`src/design/facache_pkg.sv`:
```
// shared constants, types and request structs of the fully associative cache
`default_nettype none

package facache_pkg;

  localparam int unsigned ENTRIES = 16;
  localparam int unsigned IDX_W = $clog2(ENTRIES);
  localparam int unsigned TAG_W = 64;
  localparam int unsigned DATA_W = 8;
  localparam int unsigned LINE_W = TAG_W + DATA_W;
  localparam int unsigned LFSR_W = 16;
  localparam int unsigned RECIP_W = 32;
  localparam int unsigned PROD_W = LFSR_W + RECIP_W;
  localparam int unsigned PADDR_W = 3;
  localparam int unsigned PDATA_W = 32;

  localparam logic [LFSR_W-1:0] LFSR_TOGGLE = 16'hB400;
  localparam logic [LFSR_W-1:0] SEED_RESET = 16'h0001;
  localparam bit ENTRIES_POW2 = ((ENTRIES & (ENTRIES - 1)) == 0);
  localparam logic [IDX_W-1:0] LAST_IDX = IDX_W'(ENTRIES - 1);
  // rounded-up reciprocal, exact quotient for any 16-bit lfsr value
  localparam logic [RECIP_W-1:0] VICTIM_RECIP =
    RECIP_W'((64'd1 << RECIP_W) / ENTRIES + 64'd1);

  typedef enum logic [1:0] {
    OP_READ  = 2'd0,
    OP_WRITE = 2'd1,
    OP_FLUSH = 2'd2,
    OP_NOP   = 2'd3
  } op_e;

  typedef enum logic {
    REG_SEED = 1'b0,
    REG_NONE = 1'b1
  } reg_e;

  typedef struct packed {
    logic              load;
    logic [LFSR_W-1:0] seed;
    logic              start;
  } victim_req_t;

  typedef struct packed {
    logic             done;
    logic [IDX_W-1:0] idx;
  } victim_rsp_t;

endpackage

`default_nettype wire

```
`src/design/fully_assoc_cache_random_repl.sv`:
```
// top level of the fully associative byte cache with random replacement
`default_nettype none

// One request at a time. A read, write or flush walks the tag ram one entry
// per cycle through a single 64-bit tag comparator, then passes the drain
// and decide states; a line write adds the write state. A read or write miss
// with every line valid also steps the victim lfsr: the index is the low bits
// of the new value when ENTRIES is a power of two, else its reciprocal
// remainder. Opcode 3 skips the scan and goes straight to the done state. The
// result sits in an output register, so the next request may be taken while
// it waits; a request that finishes while an earlier result is still
// unaccepted holds until that one leaves. Valid bits clear at reset; no
// clearing pass is needed.
module fully_assoc_cache_random_repl (
  input  wire logic                              clk_i,
  input  wire logic                              rst_ni,
  input  wire logic                              psel,
  input  wire logic                              penable,
  input  wire logic                              pwrite,
  input  wire logic [facache_pkg::PADDR_W-1:0]   paddr,
  input  wire logic [facache_pkg::PDATA_W-1:0]   pwdata,
  output logic      [facache_pkg::PDATA_W-1:0]   prdata,
  output logic                                   pready,
  input  wire logic                              in_valid_i,
  output logic                                   in_ready_o,
  input  wire logic [1:0]                        opcode_i,
  input  wire logic [facache_pkg::TAG_W-1:0]     address_i,
  input  wire logic [facache_pkg::DATA_W-1:0]    write_data_i,
  output logic                                   out_valid_o,
  input  wire logic                              out_ready_i,
  output logic      [facache_pkg::DATA_W-1:0]    read_data_o,
  output logic                                   hit_o
);

  typedef enum logic [2:0] {
    ST_IDLE,
    ST_SCAN,
    ST_DRAIN,
    ST_DECIDE,
    ST_VICTIM,
    ST_WRITE,
    ST_DONE
  } state_e;

  state_e                              state_q, state_d;
  facache_pkg::op_e                    op_q, op_d;
  logic [facache_pkg::TAG_W-1:0]       addr_q, addr_d;
  logic [facache_pkg::DATA_W-1:0]      wdata_q, wdata_d;
  logic [facache_pkg::IDX_W-1:0]       scan_idx_q, scan_idx_d;
  logic                                cmp_vld_q, cmp_vld_d;
  logic [facache_pkg::IDX_W-1:0]       cmp_idx_q, cmp_idx_d;
  logic                                hit_q, hit_d;
  logic [facache_pkg::IDX_W-1:0]       hit_idx_q, hit_idx_d;
  logic [facache_pkg::DATA_W-1:0]      hit_byte_q, hit_byte_d;
  logic                                free_q, free_d;
  logic [facache_pkg::IDX_W-1:0]       free_idx_q, free_idx_d;
  logic [facache_pkg::IDX_W-1:0]       wr_idx_q, wr_idx_d;
  logic [facache_pkg::DATA_W-1:0]      wr_byte_q, wr_byte_d;
  logic                                wr_clear_q, wr_clear_d;
  logic [facache_pkg::DATA_W-1:0]      res_data_q, res_data_d;
  logic                                res_hit_q, res_hit_d;
  logic [facache_pkg::ENTRIES-1:0]     valid_q, valid_d;
  logic [facache_pkg::LFSR_W-1:0]      seed_q, seed_d;
  logic                                out_valid_q, out_valid_d;
  logic [facache_pkg::DATA_W-1:0]      out_data_q, out_data_d;
  logic                                out_hit_q, out_hit_d;

  logic                                ram_re;
  logic                                ram_we;
  logic [facache_pkg::LINE_W-1:0]      ram_wdata;
  logic [facache_pkg::LINE_W-1:0]      ram_rdata;
  logic                                tag_match;
  logic                                cfg_we;
  logic                                in_accept;
  facache_pkg::victim_req_t            vreq;
  facache_pkg::victim_rsp_t            vrsp;

  facache_ram #(
    .WIDTH (facache_pkg::LINE_W),
    .DEPTH (facache_pkg::ENTRIES)
  ) u_line_ram (
    .clk_i   (clk_i),
    .we_i    (ram_we),
    .waddr_i (wr_idx_q),
    .wdata_i (ram_wdata),
    .re_i    (ram_re),
    .raddr_i (scan_idx_q),
    .rdata_o (ram_rdata)
  );

  facache_victim u_victim (
    .clk_i  (clk_i),
    .rst_ni (rst_ni),
    .req_i  (vreq),
    .rsp_o  (vrsp)
  );

  assign pready = 1'b1;
  assign prdata = facache_pkg::PDATA_W'(seed_q);
  assign cfg_we = psel && penable && pwrite
                  && (facache_pkg::reg_e'(paddr[2]) == facache_pkg::REG_SEED);

  assign in_ready_o  = (state_q == ST_IDLE);
  assign in_accept   = in_valid_i && in_ready_o;
  assign out_valid_o = out_valid_q;
  assign read_data_o = out_data_q;
  assign hit_o       = out_hit_q;

  assign tag_match = cmp_vld_q && valid_q[cmp_idx_q]
                     && (ram_rdata[facache_pkg::LINE_W-1:facache_pkg::DATA_W] == addr_q);
  assign ram_re    = (state_q == ST_SCAN);
  assign ram_we    = (state_q == ST_WRITE);
  assign ram_wdata = wr_clear_q ? '0 : {addr_q, wr_byte_q};

  always_comb begin
    state_d     = state_q;
    op_d        = op_q;
    addr_d      = addr_q;
    wdata_d     = wdata_q;
    scan_idx_d  = scan_idx_q;
    cmp_vld_d   = 1'b0;
    cmp_idx_d   = cmp_idx_q;
    hit_d       = hit_q;
    hit_idx_d   = hit_idx_q;
    hit_byte_d  = hit_byte_q;
    free_d      = free_q;
    free_idx_d  = free_idx_q;
    wr_idx_d    = wr_idx_q;
    wr_byte_d   = wr_byte_q;
    wr_clear_d  = wr_clear_q;
    res_data_d  = res_data_q;
    res_hit_d   = res_hit_q;
    valid_d     = valid_q;
    seed_d      = seed_q;
    out_valid_d = out_valid_q && !out_ready_i;
    out_data_d  = out_data_q;
    out_hit_d   = out_hit_q;
    vreq.load   = cfg_we;
    vreq.seed   = pwdata[facache_pkg::LFSR_W-1:0];
    vreq.start  = 1'b0;

    if (cfg_we) begin
      seed_d = pwdata[facache_pkg::LFSR_W-1:0];
    end

    // compare stage works on the ram data read in the previous cycle
    if (tag_match && !hit_q) begin
      hit_d      = 1'b1;
      hit_idx_d  = cmp_idx_q;
      hit_byte_d = ram_rdata[facache_pkg::DATA_W-1:0];
    end
    if (cmp_vld_q && !valid_q[cmp_idx_q] && !free_q) begin
      free_d     = 1'b1;
      free_idx_d = cmp_idx_q;
    end

    case (state_q)
      ST_IDLE: begin
        if (in_accept) begin
          op_d       = facache_pkg::op_e'(opcode_i);
          addr_d     = address_i;
          wdata_d    = write_data_i;
          scan_idx_d = '0;
          hit_d      = 1'b0;
          free_d     = 1'b0;
          res_data_d = '0;
          res_hit_d  = 1'b0;
          if (facache_pkg::op_e'(opcode_i) == facache_pkg::OP_NOP) begin
            state_d = ST_DONE;
          end else begin
            state_d = ST_SCAN;
          end
        end
      end
      ST_SCAN: begin
        cmp_vld_d = 1'b1;
        cmp_idx_d = scan_idx_q;
        if (scan_idx_q == facache_pkg::LAST_IDX) begin
          state_d = ST_DRAIN;
        end else begin
          scan_idx_d = scan_idx_q + 1'b1;
        end
      end
      ST_DRAIN: begin
        state_d = ST_DECIDE;
      end
      ST_DECIDE: begin
        res_hit_d  = hit_q;
        wr_clear_d = 1'b0;
        wr_byte_d  = '0;
        state_d    = ST_DONE;
        case (op_q)
          facache_pkg::OP_READ: begin
            if (hit_q) begin
              res_data_d = hit_byte_q;
            end
          end
          facache_pkg::OP_WRITE: begin
            wr_byte_d = wdata_q;
            if (hit_q) begin
              wr_idx_d = hit_idx_q;
              state_d  = ST_WRITE;
            end
          end
          facache_pkg::OP_FLUSH: begin
            if (hit_q) begin
              wr_idx_d   = hit_idx_q;
              wr_clear_d = 1'b1;
              state_d    = ST_WRITE;
            end
          end
          default: begin
            state_d = ST_DONE;
          end
        endcase
        // line fill on a read or write miss
        if (!hit_q && (op_q == facache_pkg::OP_READ || op_q == facache_pkg::OP_WRITE)) begin
          if (free_q) begin
            wr_idx_d = free_idx_q;
            state_d  = ST_WRITE;
          end else begin
            vreq.start = 1'b1;
            state_d    = ST_VICTIM;
          end
        end
      end
      ST_VICTIM: begin
        if (vrsp.done) begin
          wr_idx_d = vrsp.idx;
          state_d  = ST_WRITE;
        end
      end
      ST_WRITE: begin
        valid_d[wr_idx_q] = !wr_clear_q;
        state_d           = ST_DONE;
      end
      ST_DONE: begin
        if (!out_valid_q || out_ready_i) begin
          out_valid_d = 1'b1;
          out_data_d  = res_data_q;
          out_hit_d   = res_hit_q;
          state_d     = ST_IDLE;
        end
      end
      default: begin
        state_d = ST_IDLE;
      end
    endcase
  end

  always_ff @(posedge clk_i or negedge rst_ni) begin
    if (!rst_ni) begin
      state_q     <= ST_IDLE;
      cmp_vld_q   <= 1'b0;
      hit_q       <= 1'b0;
      free_q      <= 1'b0;
      valid_q     <= '0;
      seed_q      <= facache_pkg::SEED_RESET;
      out_valid_q <= 1'b0;
    end else begin
      state_q     <= state_d;
      cmp_vld_q   <= cmp_vld_d;
      hit_q       <= hit_d;
      free_q      <= free_d;
      valid_q     <= valid_d;
      seed_q      <= seed_d;
      out_valid_q <= out_valid_d;
    end
  end

  always_ff @(posedge clk_i) begin
    op_q       <= op_d;
    addr_q     <= addr_d;
    wdata_q    <= wdata_d;
    scan_idx_q <= scan_idx_d;
    cmp_idx_q  <= cmp_idx_d;
    hit_idx_q  <= hit_idx_d;
    hit_byte_q <= hit_byte_d;
    free_idx_q <= free_idx_d;
    wr_idx_q   <= wr_idx_d;
    wr_byte_q  <= wr_byte_d;
    wr_clear_q <= wr_clear_d;
    res_data_q <= res_data_d;
    res_hit_q  <= res_hit_d;
    out_data_q <= out_data_d;
    out_hit_q  <= out_hit_d;
  end

`ifndef ASSERT_OFF
  a_hit_line_valid: assert property (@(posedge clk_i) disable iff (!rst_ni)
    (state_q == ST_DECIDE && hit_q) |-> valid_q[hit_idx_q])
    else $error("hit recorded on an invalid line");

  a_free_line_invalid: assert property (@(posedge clk_i) disable iff (!rst_ni)
    (state_q == ST_DECIDE && free_q) |-> !valid_q[free_idx_q])
    else $error("free slot points at a valid line");

  a_no_free_means_full: assert property (@(posedge clk_i) disable iff (!rst_ni)
    (state_q == ST_DECIDE && !free_q) |-> (&valid_q))
    else $error("scan missed an invalid line");

  a_data_needs_hit: assert property (@(posedge clk_i) disable iff (!rst_ni)
    (out_valid_o && read_data_o != '0) |-> hit_o)
    else $error("nonzero read data without a hit");

  a_victim_in_state: assert property (@(posedge clk_i) disable iff (!rst_ni)
    vrsp.done |-> (state_q == ST_VICTIM))
    else $error("victim result outside victim wait");
`endif

endmodule

`default_nettype wire

```
`src/design/facache_ram.sv`:
```
// generic simple dual-port ram with registered read
`default_nettype none

module facache_ram #(
  parameter int unsigned WIDTH = 8,
  parameter int unsigned DEPTH = 16
) (
  input  wire logic                     clk_i,
  input  wire logic                     we_i,
  input  wire logic [$clog2(DEPTH)-1:0] waddr_i,
  input  wire logic [WIDTH-1:0]         wdata_i,
  input  wire logic                     re_i,
  input  wire logic [$clog2(DEPTH)-1:0] raddr_i,
  output logic      [WIDTH-1:0]         rdata_o
);

  logic [WIDTH-1:0] mem_q [DEPTH];
  logic [WIDTH-1:0] rdata_q;

  always_ff @(posedge clk_i) begin
    if (we_i) begin
      mem_q[waddr_i] <= wdata_i;
    end
    if (re_i) begin
      rdata_q <= mem_q[raddr_i];
    end
  end

  assign rdata_o = rdata_q;

endmodule

`default_nettype wire

```
`src/design/facache_victim.sv`:
```
// victim picker: galois lfsr and a reciprocal remainder unit
`default_nettype none

module facache_victim (
  input  wire logic                     clk_i,
  input  wire logic                     rst_ni,
  input  wire facache_pkg::victim_req_t req_i,
  output facache_pkg::victim_rsp_t      rsp_o
);

  logic [facache_pkg::LFSR_W-1:0] lfsr_q, lfsr_d;
  logic [facache_pkg::LFSR_W-1:0] lfsr_next;
  logic [facache_pkg::LFSR_W-1:0] val_q, val_d;
  logic [facache_pkg::LFSR_W-1:0] quot_q, quot_d;
  logic                           phase_q, phase_d;
  logic                           busy_q, busy_d;
  logic                           done_q, done_d;
  logic [facache_pkg::IDX_W-1:0]  idx_q, idx_d;
  logic [facache_pkg::PROD_W-1:0] prod;
  logic [facache_pkg::LFSR_W-1:0] rem;

  assign lfsr_next = (lfsr_q >> 1) ^ (lfsr_q[0] ? facache_pkg::LFSR_TOGGLE : '0);
  assign prod = facache_pkg::PROD_W'(val_q) * facache_pkg::PROD_W'(facache_pkg::VICTIM_RECIP);
  assign rem  = val_q - quot_q * facache_pkg::LFSR_W'(facache_pkg::ENTRIES);

  always_comb begin
    lfsr_d  = lfsr_q;
    val_d   = val_q;
    quot_d  = quot_q;
    phase_d = phase_q;
    busy_d  = busy_q;
    done_d  = 1'b0;
    idx_d   = idx_q;
    if (req_i.load) begin
      lfsr_d = (req_i.seed == '0) ? facache_pkg::SEED_RESET : req_i.seed;
    end else if (req_i.start) begin
      lfsr_d  = lfsr_next;
      val_d   = lfsr_next;
      phase_d = 1'b0;
      busy_d  = 1'b1;
    end else if (busy_q) begin
      if (facache_pkg::ENTRIES_POW2) begin
        idx_d  = val_q[facache_pkg::IDX_W-1:0];
        busy_d = 1'b0;
        done_d = 1'b1;
      end else if (!phase_q) begin
        quot_d  = prod[facache_pkg::PROD_W-1:facache_pkg::RECIP_W];
        phase_d = 1'b1;
      end else begin
        idx_d   = rem[facache_pkg::IDX_W-1:0];
        phase_d = 1'b0;
        busy_d  = 1'b0;
        done_d  = 1'b1;
      end
    end
  end

  always_ff @(posedge clk_i or negedge rst_ni) begin
    if (!rst_ni) begin
      lfsr_q  <= facache_pkg::SEED_RESET;
      busy_q  <= 1'b0;
      done_q  <= 1'b0;
      phase_q <= 1'b0;
    end else begin
      lfsr_q  <= lfsr_d;
      busy_q  <= busy_d;
      done_q  <= done_d;
      phase_q <= phase_d;
    end
  end

  always_ff @(posedge clk_i) begin
    val_q  <= val_d;
    quot_q <= quot_d;
    idx_q  <= idx_d;
  end

  assign rsp_o.done = done_q;
  assign rsp_o.idx  = idx_q;

endmodule

`default_nettype wire
```
`config.mk`:
```
export PLATFORM = sky130hd
export DESIGN_NAME = fully_assoc_cache_random_repl
export DESIGN_NICKNAME = d
export VERILOG_FILES = /design/src/design/facache_pkg.sv /design/src/design/fully_assoc_cache_random_repl.sv /design/src/design/facache_ram.sv /design/src/design/facache_victim.sv
export SDC_FILE = /design/constraint.sdc
export NUM_CORES = 1
export LEC_CHECK = 0
export BUFFER_PORTS_ARGS = -buffer_cell sky130_fd_sc_hd__buf_2
export CELL_PAD_IN_SITES_DETAIL_PLACEMENT = 0
export CELL_PAD_IN_SITES_GLOBAL_PLACEMENT = 1
export CORE_MARGIN = 4
export CORE_UTILIZATION = 45
export DETAILED_ROUTE_END_ITERATION = 7
export PLACE_DENSITY = 0.65
export SLEW_MARGIN = 15
export SYNTH_ARGS = -nofsm -noshare
export SYNTH_HDL_FRONTEND = slang
export SYNTH_SLANG_ARGS = --single-unit
```
`constraint.sdc`:
```
create_clock -name clk_i -period 13.4 [get_ports clk_i]
set_clock_uncertainty 0.2 [all_clocks]
set_input_delay 2.68 -clock clk_i [delete_from_list [all_inputs] [get_ports clk_i]]
set_output_delay 2.68 -clock clk_i [all_outputs]
set_load 0.005 [all_outputs]
```
* Word level (Yosys, flattened, before mapping) *
Memories as Yosys holds them, arrays and structs flattened. A register that Yosys moved wholly into a read port is not among the register bits.
Index checks and enable logic that the tools add are counted.

storage, ports and cells
  register bits after elaboration = 194
  bits in latches = 0
  RAM bits = 1152
  bits in read-only memories = 0
  output and inout bits = 44
  memories = 1

operators by class
  $add $sub $neg = 1
  multipliers = 0
  div/mod/pow operators = 0
  magnitude comparators = 3
  equal/unequal tests = 18
  shift operators = 0
  muxes and demuxes = 54
  bitwise gates (word level) = 4
  reduce and logical (&&, ||, !) cells = 37

memory list
  memory            words  bits a word  rd ports  clocked after Yosys merged registers in  wr ports  line               source
  u_line_ram.mem_q  16     72           1         1                                        1         facache_ram.sv:17  logic [WIDTH-1:0] mem_q [DEPTH];

operators by type and width
  operator                                                                       count
  72-bit 2-to-1 mux                                                              1
  64-bit == test                                                                 1
  16-bit 2-to-1 mux                                                              4
  4-bit 2-to-1 mux                                                               7
  8-bit 2-to-1 mux                                                               3
  1-bit 2-to-1 mux                                                               23
  3-bit one-hot mux with 7 select lines                                          1
  3-bit 2-to-1 mux                                                               6
  16-bit bitwise mux                                                             1
  16-bit logical NOT                                                             1
  4-bit one-hot mux with 2 select lines                                          2
  8-bit one-hot mux with 2 select lines                                          1
  15-bit by 16-bit bitwise XOR with 16-bit output                                1
  1-bit logical AND                                                              12
  4-bit by 5-bit less-than comparator with 1-bit output (second input constant)  2
  2-bit AND reduction                                                            5
  3-bit == test (second input constant)                                          3
  2-bit inequality test (second input constant)                                  4
  4-bit AND reduction                                                            2
  2-bit nonzero test                                                             4
  3-bit by 2-bit == test with 1-bit output (second input constant)               2
  1-bit logical NOT                                                              6
  2-bit by 1-bit inequality test with 1-bit output (second input constant)       3
  3-bit AND reduction                                                            2
  15 further kinds                                                               20

* Longest topological paths before layout *
Gate-level depths: netlist of the first run.

  depth in word-level cells = 8
  depth in mapped cells = 8
  mapped depth without buffers = 7

* By module *
From an unflattened synthesis of the first run, not the netlist that was laid out.

second synthesis, totals
  cells, all modules = 2587
  area total of the unflattened synthesis = 54188.2 um2

by module, submodules not included
  module                         times used  cells an instance  area an instance (um2)  seq. area each (um2)
  facache_ram                    1           1850               45270.9                 36755.3
  fully_assoc_cache_random_repl  1           643                7775.0                  4850.9
  facache_victim                 1           94                 1142.3                  691.9

* Worst setup path after synthesis of the first run *
OpenSTA, ideal clock, no wires.

  kind = flip-flop to flip-flop
  start = register state_q[1]
  end = register valid_q[0] in the netlist's numbering
  library setup time = 0.360 ns
  arrival = 6.300 ns
  data required time = 12.840 ns
  slack = 6.539 ns
  cell stages (with the launch flop) = 7
  clock period less this slack = 6.861 ns
  path through = dfrtp_1 > and3b_1 > nor2b_1 > nand2b_1 > clkbuf_1 > nor3_1 > mux2i_1

on the way
  cells in the longest elaborated chain, start to end = 1

ends and longest elaborated chain
  item                      line                                  source
  start: declaration        fully_assoc_cache_random_repl.sv:45   state_e state_q, state_d;
  start signal: assignment  fully_assoc_cache_random_repl.sv:261  state_q <= state_d;
  3-bit == test             fully_assoc_cache_random_repl.sv:157  case (state_q)
  end signal: assignment    fully_assoc_cache_random_repl.sv:265  valid_q <= valid_d;
  end: declaration          fully_assoc_cache_random_repl.sv:62   logic [facache_pkg::ENTRIES-1:0] valid_q, valid_d;

Every way passes these cells.
A chain may end at the register's enable or synchronous reset.

==> reports/results.tsv, run 1 <==
metric	value	unit
status	complete, no violations	
Reg-to-Reg Start	scan_idx_q[1]	
Top FF cell, synth	edfxtp_1	
Max Root-Sink Buffers	3	
period utilization	0.350	
clock power share	0.321	
global-route track usage on met3	0.0363	
GR Layer Usage met1	0.283	
global route overflow	0	
cts hold-fix bufs	0	
synthesis-to-layout area growth	13.5	%
Core Box Area	119000	um^2
yosys warns	0	
storage element area	42300	um^2
htree depth	4	
switching share of power	0.270	
Num CTS Buffers	149	
peak supply drop	0.184	mV
Slew Limit Headroom	0.229	
most frequent cells in the layout	edfxtp_1 (1361), mux4_2 (365), clkbuf_16 (151)	
initial DRC count	2610	
fin nets	2716	
GR Util met2	0.317	
Die Width	354	um
final hold vios	0	
vias in the first global route	26000	
PwrDens	202	nW/um^2
IO Pins	160	
DRT Pass-1 Iters	5	
Yosys cell types	46	
Comb power frac	0.225	
Worst-path clk slew	0.06	ns
initial antenna violation count	2	
final non-filler cell area	61300	um^2
GR peak layer	met2	
routed vias	24700	
RSZ-0062 raised after global routing	no	
hold path startpoint	res_hit_q	
post-route non-filler standard cell count	4313	
placed cell areas	56600	um^2
postcts setup bufs	0	
layout cells sized above 1	0.283	
GPL Wtd Cong	0.793	
startpoint types	register	
# DRC	0	
WL final	123000	um
Slew Limit Fails	0	
CP endpoint kind	register	
clk sink count	1418	
multi-input logic area	11200	um^2
worst-skew pair later-pin latency	0.75	ns
sequential power share	0.454	
min Tclk post-route	4.69	ns
number of flops mapped to enable cells by yosys	1361	
fmax	213	MHz
ANT cells	0	
HP Class	reg2reg	
die height	354	um
Setup Crit Path Kind	reg2reg	
Psw	0.00334	W
Lkg Pwr	19.5	nW
Buffers on Ports	124	
final hold slack	0.214	ns
drt via density	5.72	
internal power	0.00903	W
row count	126	
post-route ant nets	0	
setup_tns	0	ns
die area	126000	um^2
Worst Path Max Fanout	142	
most common cell after layout, fill and taps aside	edfxtp_1	
final setup vio count	0	
Critical Path Start	scan_idx_q[1]	
Fillers	9237	
ys async rst share	0.0402	
CTS root buf	clkbuf_16	
sequential share of the synthesized area	0.783	
CTS tree	done	
post-synthesis cell count	2376	
Initial Utilization	0.456	
CP required	13.67	ns
Worst Path Arrival	4.96	ns
first-pass GRT wire length	180000	um
Max-Cap Viols	0	
Avg Cell Area, Syn	22.7	um^2
Detailed Place HPWL	62700	um
Finished Core Util	0.517	
FF+latch count, synth	1418	
cells resized by post-CTS repair	0	
total track usage	0.198	
WL per Instance	28.6	um
synthesized area	54000	um^2
largest net degree at the start of global routing	143	
Least-Margin Pin Slew	1.15	ns
Placed Instances	4045	
## cell usage after synthesis (2+ instances only)
library cell     n  area [um^2]
a2111oi_0        2         17.5
a21o_1           3         22.5
a21oi_1         11         55.1
a31oi_1          3         18.8
and2_1          19          119
buf_1            6         22.5
buf_2           32          160
buf_4           17          128
buf_6           11          124
clkbuf_1        57          214
conb_1           2         7.51
dfrtp_1         55         1380
dfstp_2          2         52.6
edfxtp_1      1361        40900
ha_1             4         50.1
inv_1           17         63.8
mux2i_1         17          170
mux4_2         365         8220
nand2_1         77          289
nand2b_1        24          150
nand3_1         14         70.1
nand3b_1         2         15.0
nand4_1         28          175
nand4b_1         2         17.5
nor2_1          25         93.8
nor2b_1         72          450
nor3_1           8         40.0
nor4_1          12         75.1
nor4b_1          2         17.5
o2111ai_1        4         35.0
o21ai_0         37          185
o21ai_1          2         10.0
o31ai_1         13         97.6
xnor2_1         56          490
xor2_1           3         26.3
## final cells by class
| class | instances | share of cell area |
|---|---|---|
| Tap cell | 1600 | 0.0327 |
| Timing Repair Buffer | 177 | 0.0172 |
| Sequential cell | 1418 | 0.690 |
| Inverter | 18 | 0.00118 |
| Clock inverter | 78 | 0.0124 |
| Multi-Input combinational cell | 832 | 0.182 |
| Clock buffer | 190 | 0.0642 |
## layer usage
layer  routed length, um  up-vias
met1               52700    13300
met5                   0        -
met3                8000      169
met2               60100      834
met4                2510        0
li1                    -    10300
## path summary, 6_finish.rpt
path,end,slack [ns],cells past startpoint
setup / recovery,u_line_ram.rdata_o[46],8.71,6
hold / removal,hit_o,0.21,0
setup reg to reg,u_line_ram.rdata_o[46],8.71,6
hold reg to reg,hit_o,0.21,0
max in group asynchronous,valid_q[1],10.57,2
min in group asynchronous,seed_q[9],1.90,2
## critical path, stage by stage, from the launching register on
cell      delay [ns]
edfxtp_1        0.33
buf_4           0.44
buf_12          0.68
buf_4           0.83
buf_4           0.86
mux4_2          0.42
mux4_2          0.46
## cells by family (layout without fill, tap and decap cells)
logic type | Yosys count | in the layout | synth area share
other | 2 | 17 | 0.000139
DFF | 1418 | 1418 | 0.783
adders and majority gates | 4 | 4 | 0.000927
muxes | 382 | 382 | 0.155
AOI/OAI and AO/OA | 79 | 79 | 0.00880
xor gates and xnor gates | 59 | 59 | 0.00957
buffers and inverters | 141 | 463 | 0.0133
and+or+nand+nor | 291 | 291 | 0.0289
## flip-flops by register name (all words and copies together), names as in the netlist, 2 cells and up
register / cells
u_line_ram.mem_q: 1152
u_line_ram.rdata_o: 72
addr_q: 64
seed_q: 16
u_victim.lfsr_q: 16
valid_q: 16
hit_byte_q: 8
read_data_o: 8
res_data_q: 8
wdata_q: 8
wr_byte_q: 8
cmp_idx_q: 4
free_idx_q: 4
hit_idx_q: 4
scan_idx_q: 4
u_victim.idx_q: 4
u_victim.val_q: 4
wr_idx_q: 4
state_q: 3
op_q: 2
## power groups by stage
stage          Clock (W)  Sequential (W)  Combinational (W)
2_1_floorplan          0         0.00564            0.00210
5_1_grt          0.00425         0.00565            0.00301
3_5_place_dp           0         0.00570            0.00285
4_1_cts          0.00406         0.00562            0.00285
6_report         0.00398         0.00562            0.00278
3_3_place_gp           0         0.00569            0.00280
## through the flow
| stage | total power (W) | setup WS (ns) |
|---|---|---|
| after floorplan | 0.00774 | 6.54 |
| after global placement | 0.00849 | 8.19 |
| after detailed placement | 0.00856 | 8.17 |
| after CTS | 0.0125 | 8.62 |
| after global routing | 0.0129 | 8.49 |
| final | 0.0124 | 8.71 |
No activity file was read; power rests on OpenSTA's default activity.
==> run 2: changes to the inputs <==
==> constraint.sdc (replaced) <==
create_clock -name clk_i -period 4.9 [get_ports clk_i]
set_clock_uncertainty 0.2 [all_clocks]
set_input_delay 0.98 -clock clk_i [delete_from_list [all_inputs] [get_ports clk_i]]
set_output_delay 0.98 -clock clk_i [all_outputs]
set_load 0.005 [all_outputs]
==> reports/results.tsv, run 2 (synthesis gave the netlist of run 1 again) <==
metric	value	unit
fmax	294	MHz
post-route ant nets	0	
max reg flops	1152	
setup slack at placement	1.54	ns
Least-Margin Pin Slew	1.13	ns
Lkg Pwr	19.8	nW
cts hold-fix bufs	0	
htree depth	4	
total track usage	0.199	
Slew Limit Headroom	0.244	
first-pass GRT wire length	180000	um
Biggest register	u_line_ram.mem_q	
clk sink count	1418	
placed cell areas	57100	um^2
Core Box Area	119000	um^2
CTS tree	done	
layout cells sized above 1	0.286	
setup_tns	0	ns
Slew Limit Fails	0	
HP Class	reg2reg	
initial antenna violation count	2	
worst-skew pair later-pin latency	0.74	ns
final hold vios	0	
Die Width	354	um
fin nets	2726	
initial DRC count	2746	
largest net degree at the start of global routing	77	
synthesis-to-layout area growth	14.5	%
row count	126	
final setup vio count	0	
Placed Instances	4056	
CP endpoint	u_line_ram.mem_q[1][56]	
Final WS setup	1.50	ns
vias in the first global route	25600	
startpoint types	register	
drt via density	5.73	
global route overflow	0	
Num CTS Buffers	148	
DRT Pass-1 Iters	5	
WL per Instance	28.8	um
Worst-path clk slew	0.06	ns
period utilization	0.693	
Setup Crit Path Kind	reg2reg	
die height	354	um
storage element area	42300	um^2
Initial Utilization	0.456	
Worst R2R End	u_line_ram.mem_q[1][56]	
PwrDens	551	nW/um^2
Buffers on Ports	124	
R2R cell count	5	
status	complete, no violations	
Max-Cap Viols	0	
IO Pins	160	
most common cell after layout, fill and taps aside	edfxtp_1	
r2r setup slk	1.50	ns
post-route non-filler standard cell count	4322	
min Tclk post-route	3.40	ns
Max Root-Sink Buffers	3	
routed vias	24800	
GPL Wtd Cong	0.754	
RSZ-0062 raised after global routing	no	
cells resized by post-CTS repair	0	
Worst Path Max Fanout	27	
CP endpoint kind	register	
Detailed Place HPWL	65300	um
final hold slack	0.202	ns
CP required	5.10	ns
postcts setup bufs	0	
most frequent cells in the layout	edfxtp_1 (1361), mux4_2 (365), clkbuf_16 (152)	
die area	126000	um^2
final non-filler cell area	61900	um^2
CTS root buf	clkbuf_16	
Critical Path Start	state_q[1]	
peak supply drop	0.462	mV
Fillers	9260	
Worst Path Arrival	3.60	ns
# DRC	0	
ANT cells	0	
multi-input logic area	11200	um^2
Reg-to-Reg Start	state_q[1]	
WL final	124000	um
-- run 2: cell type report --
cell class / count / area share
repair buffers: 188 / 0.0251
clock buffers: 190 / 0.0646
clock inverters: 76 / 0.0118
inverters: 18 / 0.00117
multi-input cells: 832 / 0.181
flip-flops and latches: 1418 / 0.684
well taps: 1600 / 0.0324
-- run 2: power by group --
part	switching [W]	total [W]	internal, W
logic	0.00407	0.00774	0.00368
registers	0.000572	0.0154	0.0148
clock network	0.00451	0.0109	0.00640
-- run 2: routing by layer --
| layer | vias to the layer above | global-route usage | part of all wire |
|---|---|---|---|
| met5 | - | 0 | 0 |
| met4 | 0 | 0.0503 | 0.019 |
| met3 | 148 | 0.0391 | 0.062 |
| met2 | 810 | 0.313 | 0.48 |
| met1 | 13400 | 0.289 | 0.43 |
| li1 | 10400 | - | - |
-- run 2: worst min path at each step --
stage	startpoint	end	slack [ns]	depth (start not counted)
6_report	u_line_ram.rdata_o[1]	hit_byte_q[1]	0.20	0
3_3_place_gp	u_line_ram.rdata_o[1]	hit_byte_q[1]	0.20	0
2_1_floorplan	u_line_ram.rdata_o[0]	hit_byte_q[0]	0.20	0
5_1_grt	address_i[8]	addr_q[8]	0.17	1
3_5_place_dp	res_data_q[4]	read_data_o[4]	0.20	0
4_1_cts	address_i[0]	addr_q[0]	0.15	1
-- run 2: stage by stage --
stage	util	power, W
detailed placement	0.482	0.0236
finish	0.522	0.0341
global placement	0.482	0.0234
global route	0.522	0.0355
floorplan	-	0.0211
CTS	0.522	0.0345
-- run 2: critical path, stage by stage (launching register included) --
cell,delay (ns)
dfrtp_1,0.51
and3b_1,0.34
nor2b_1,0.23
nand2_1,0.39
nor3_4,1.00
buf_12,0.35
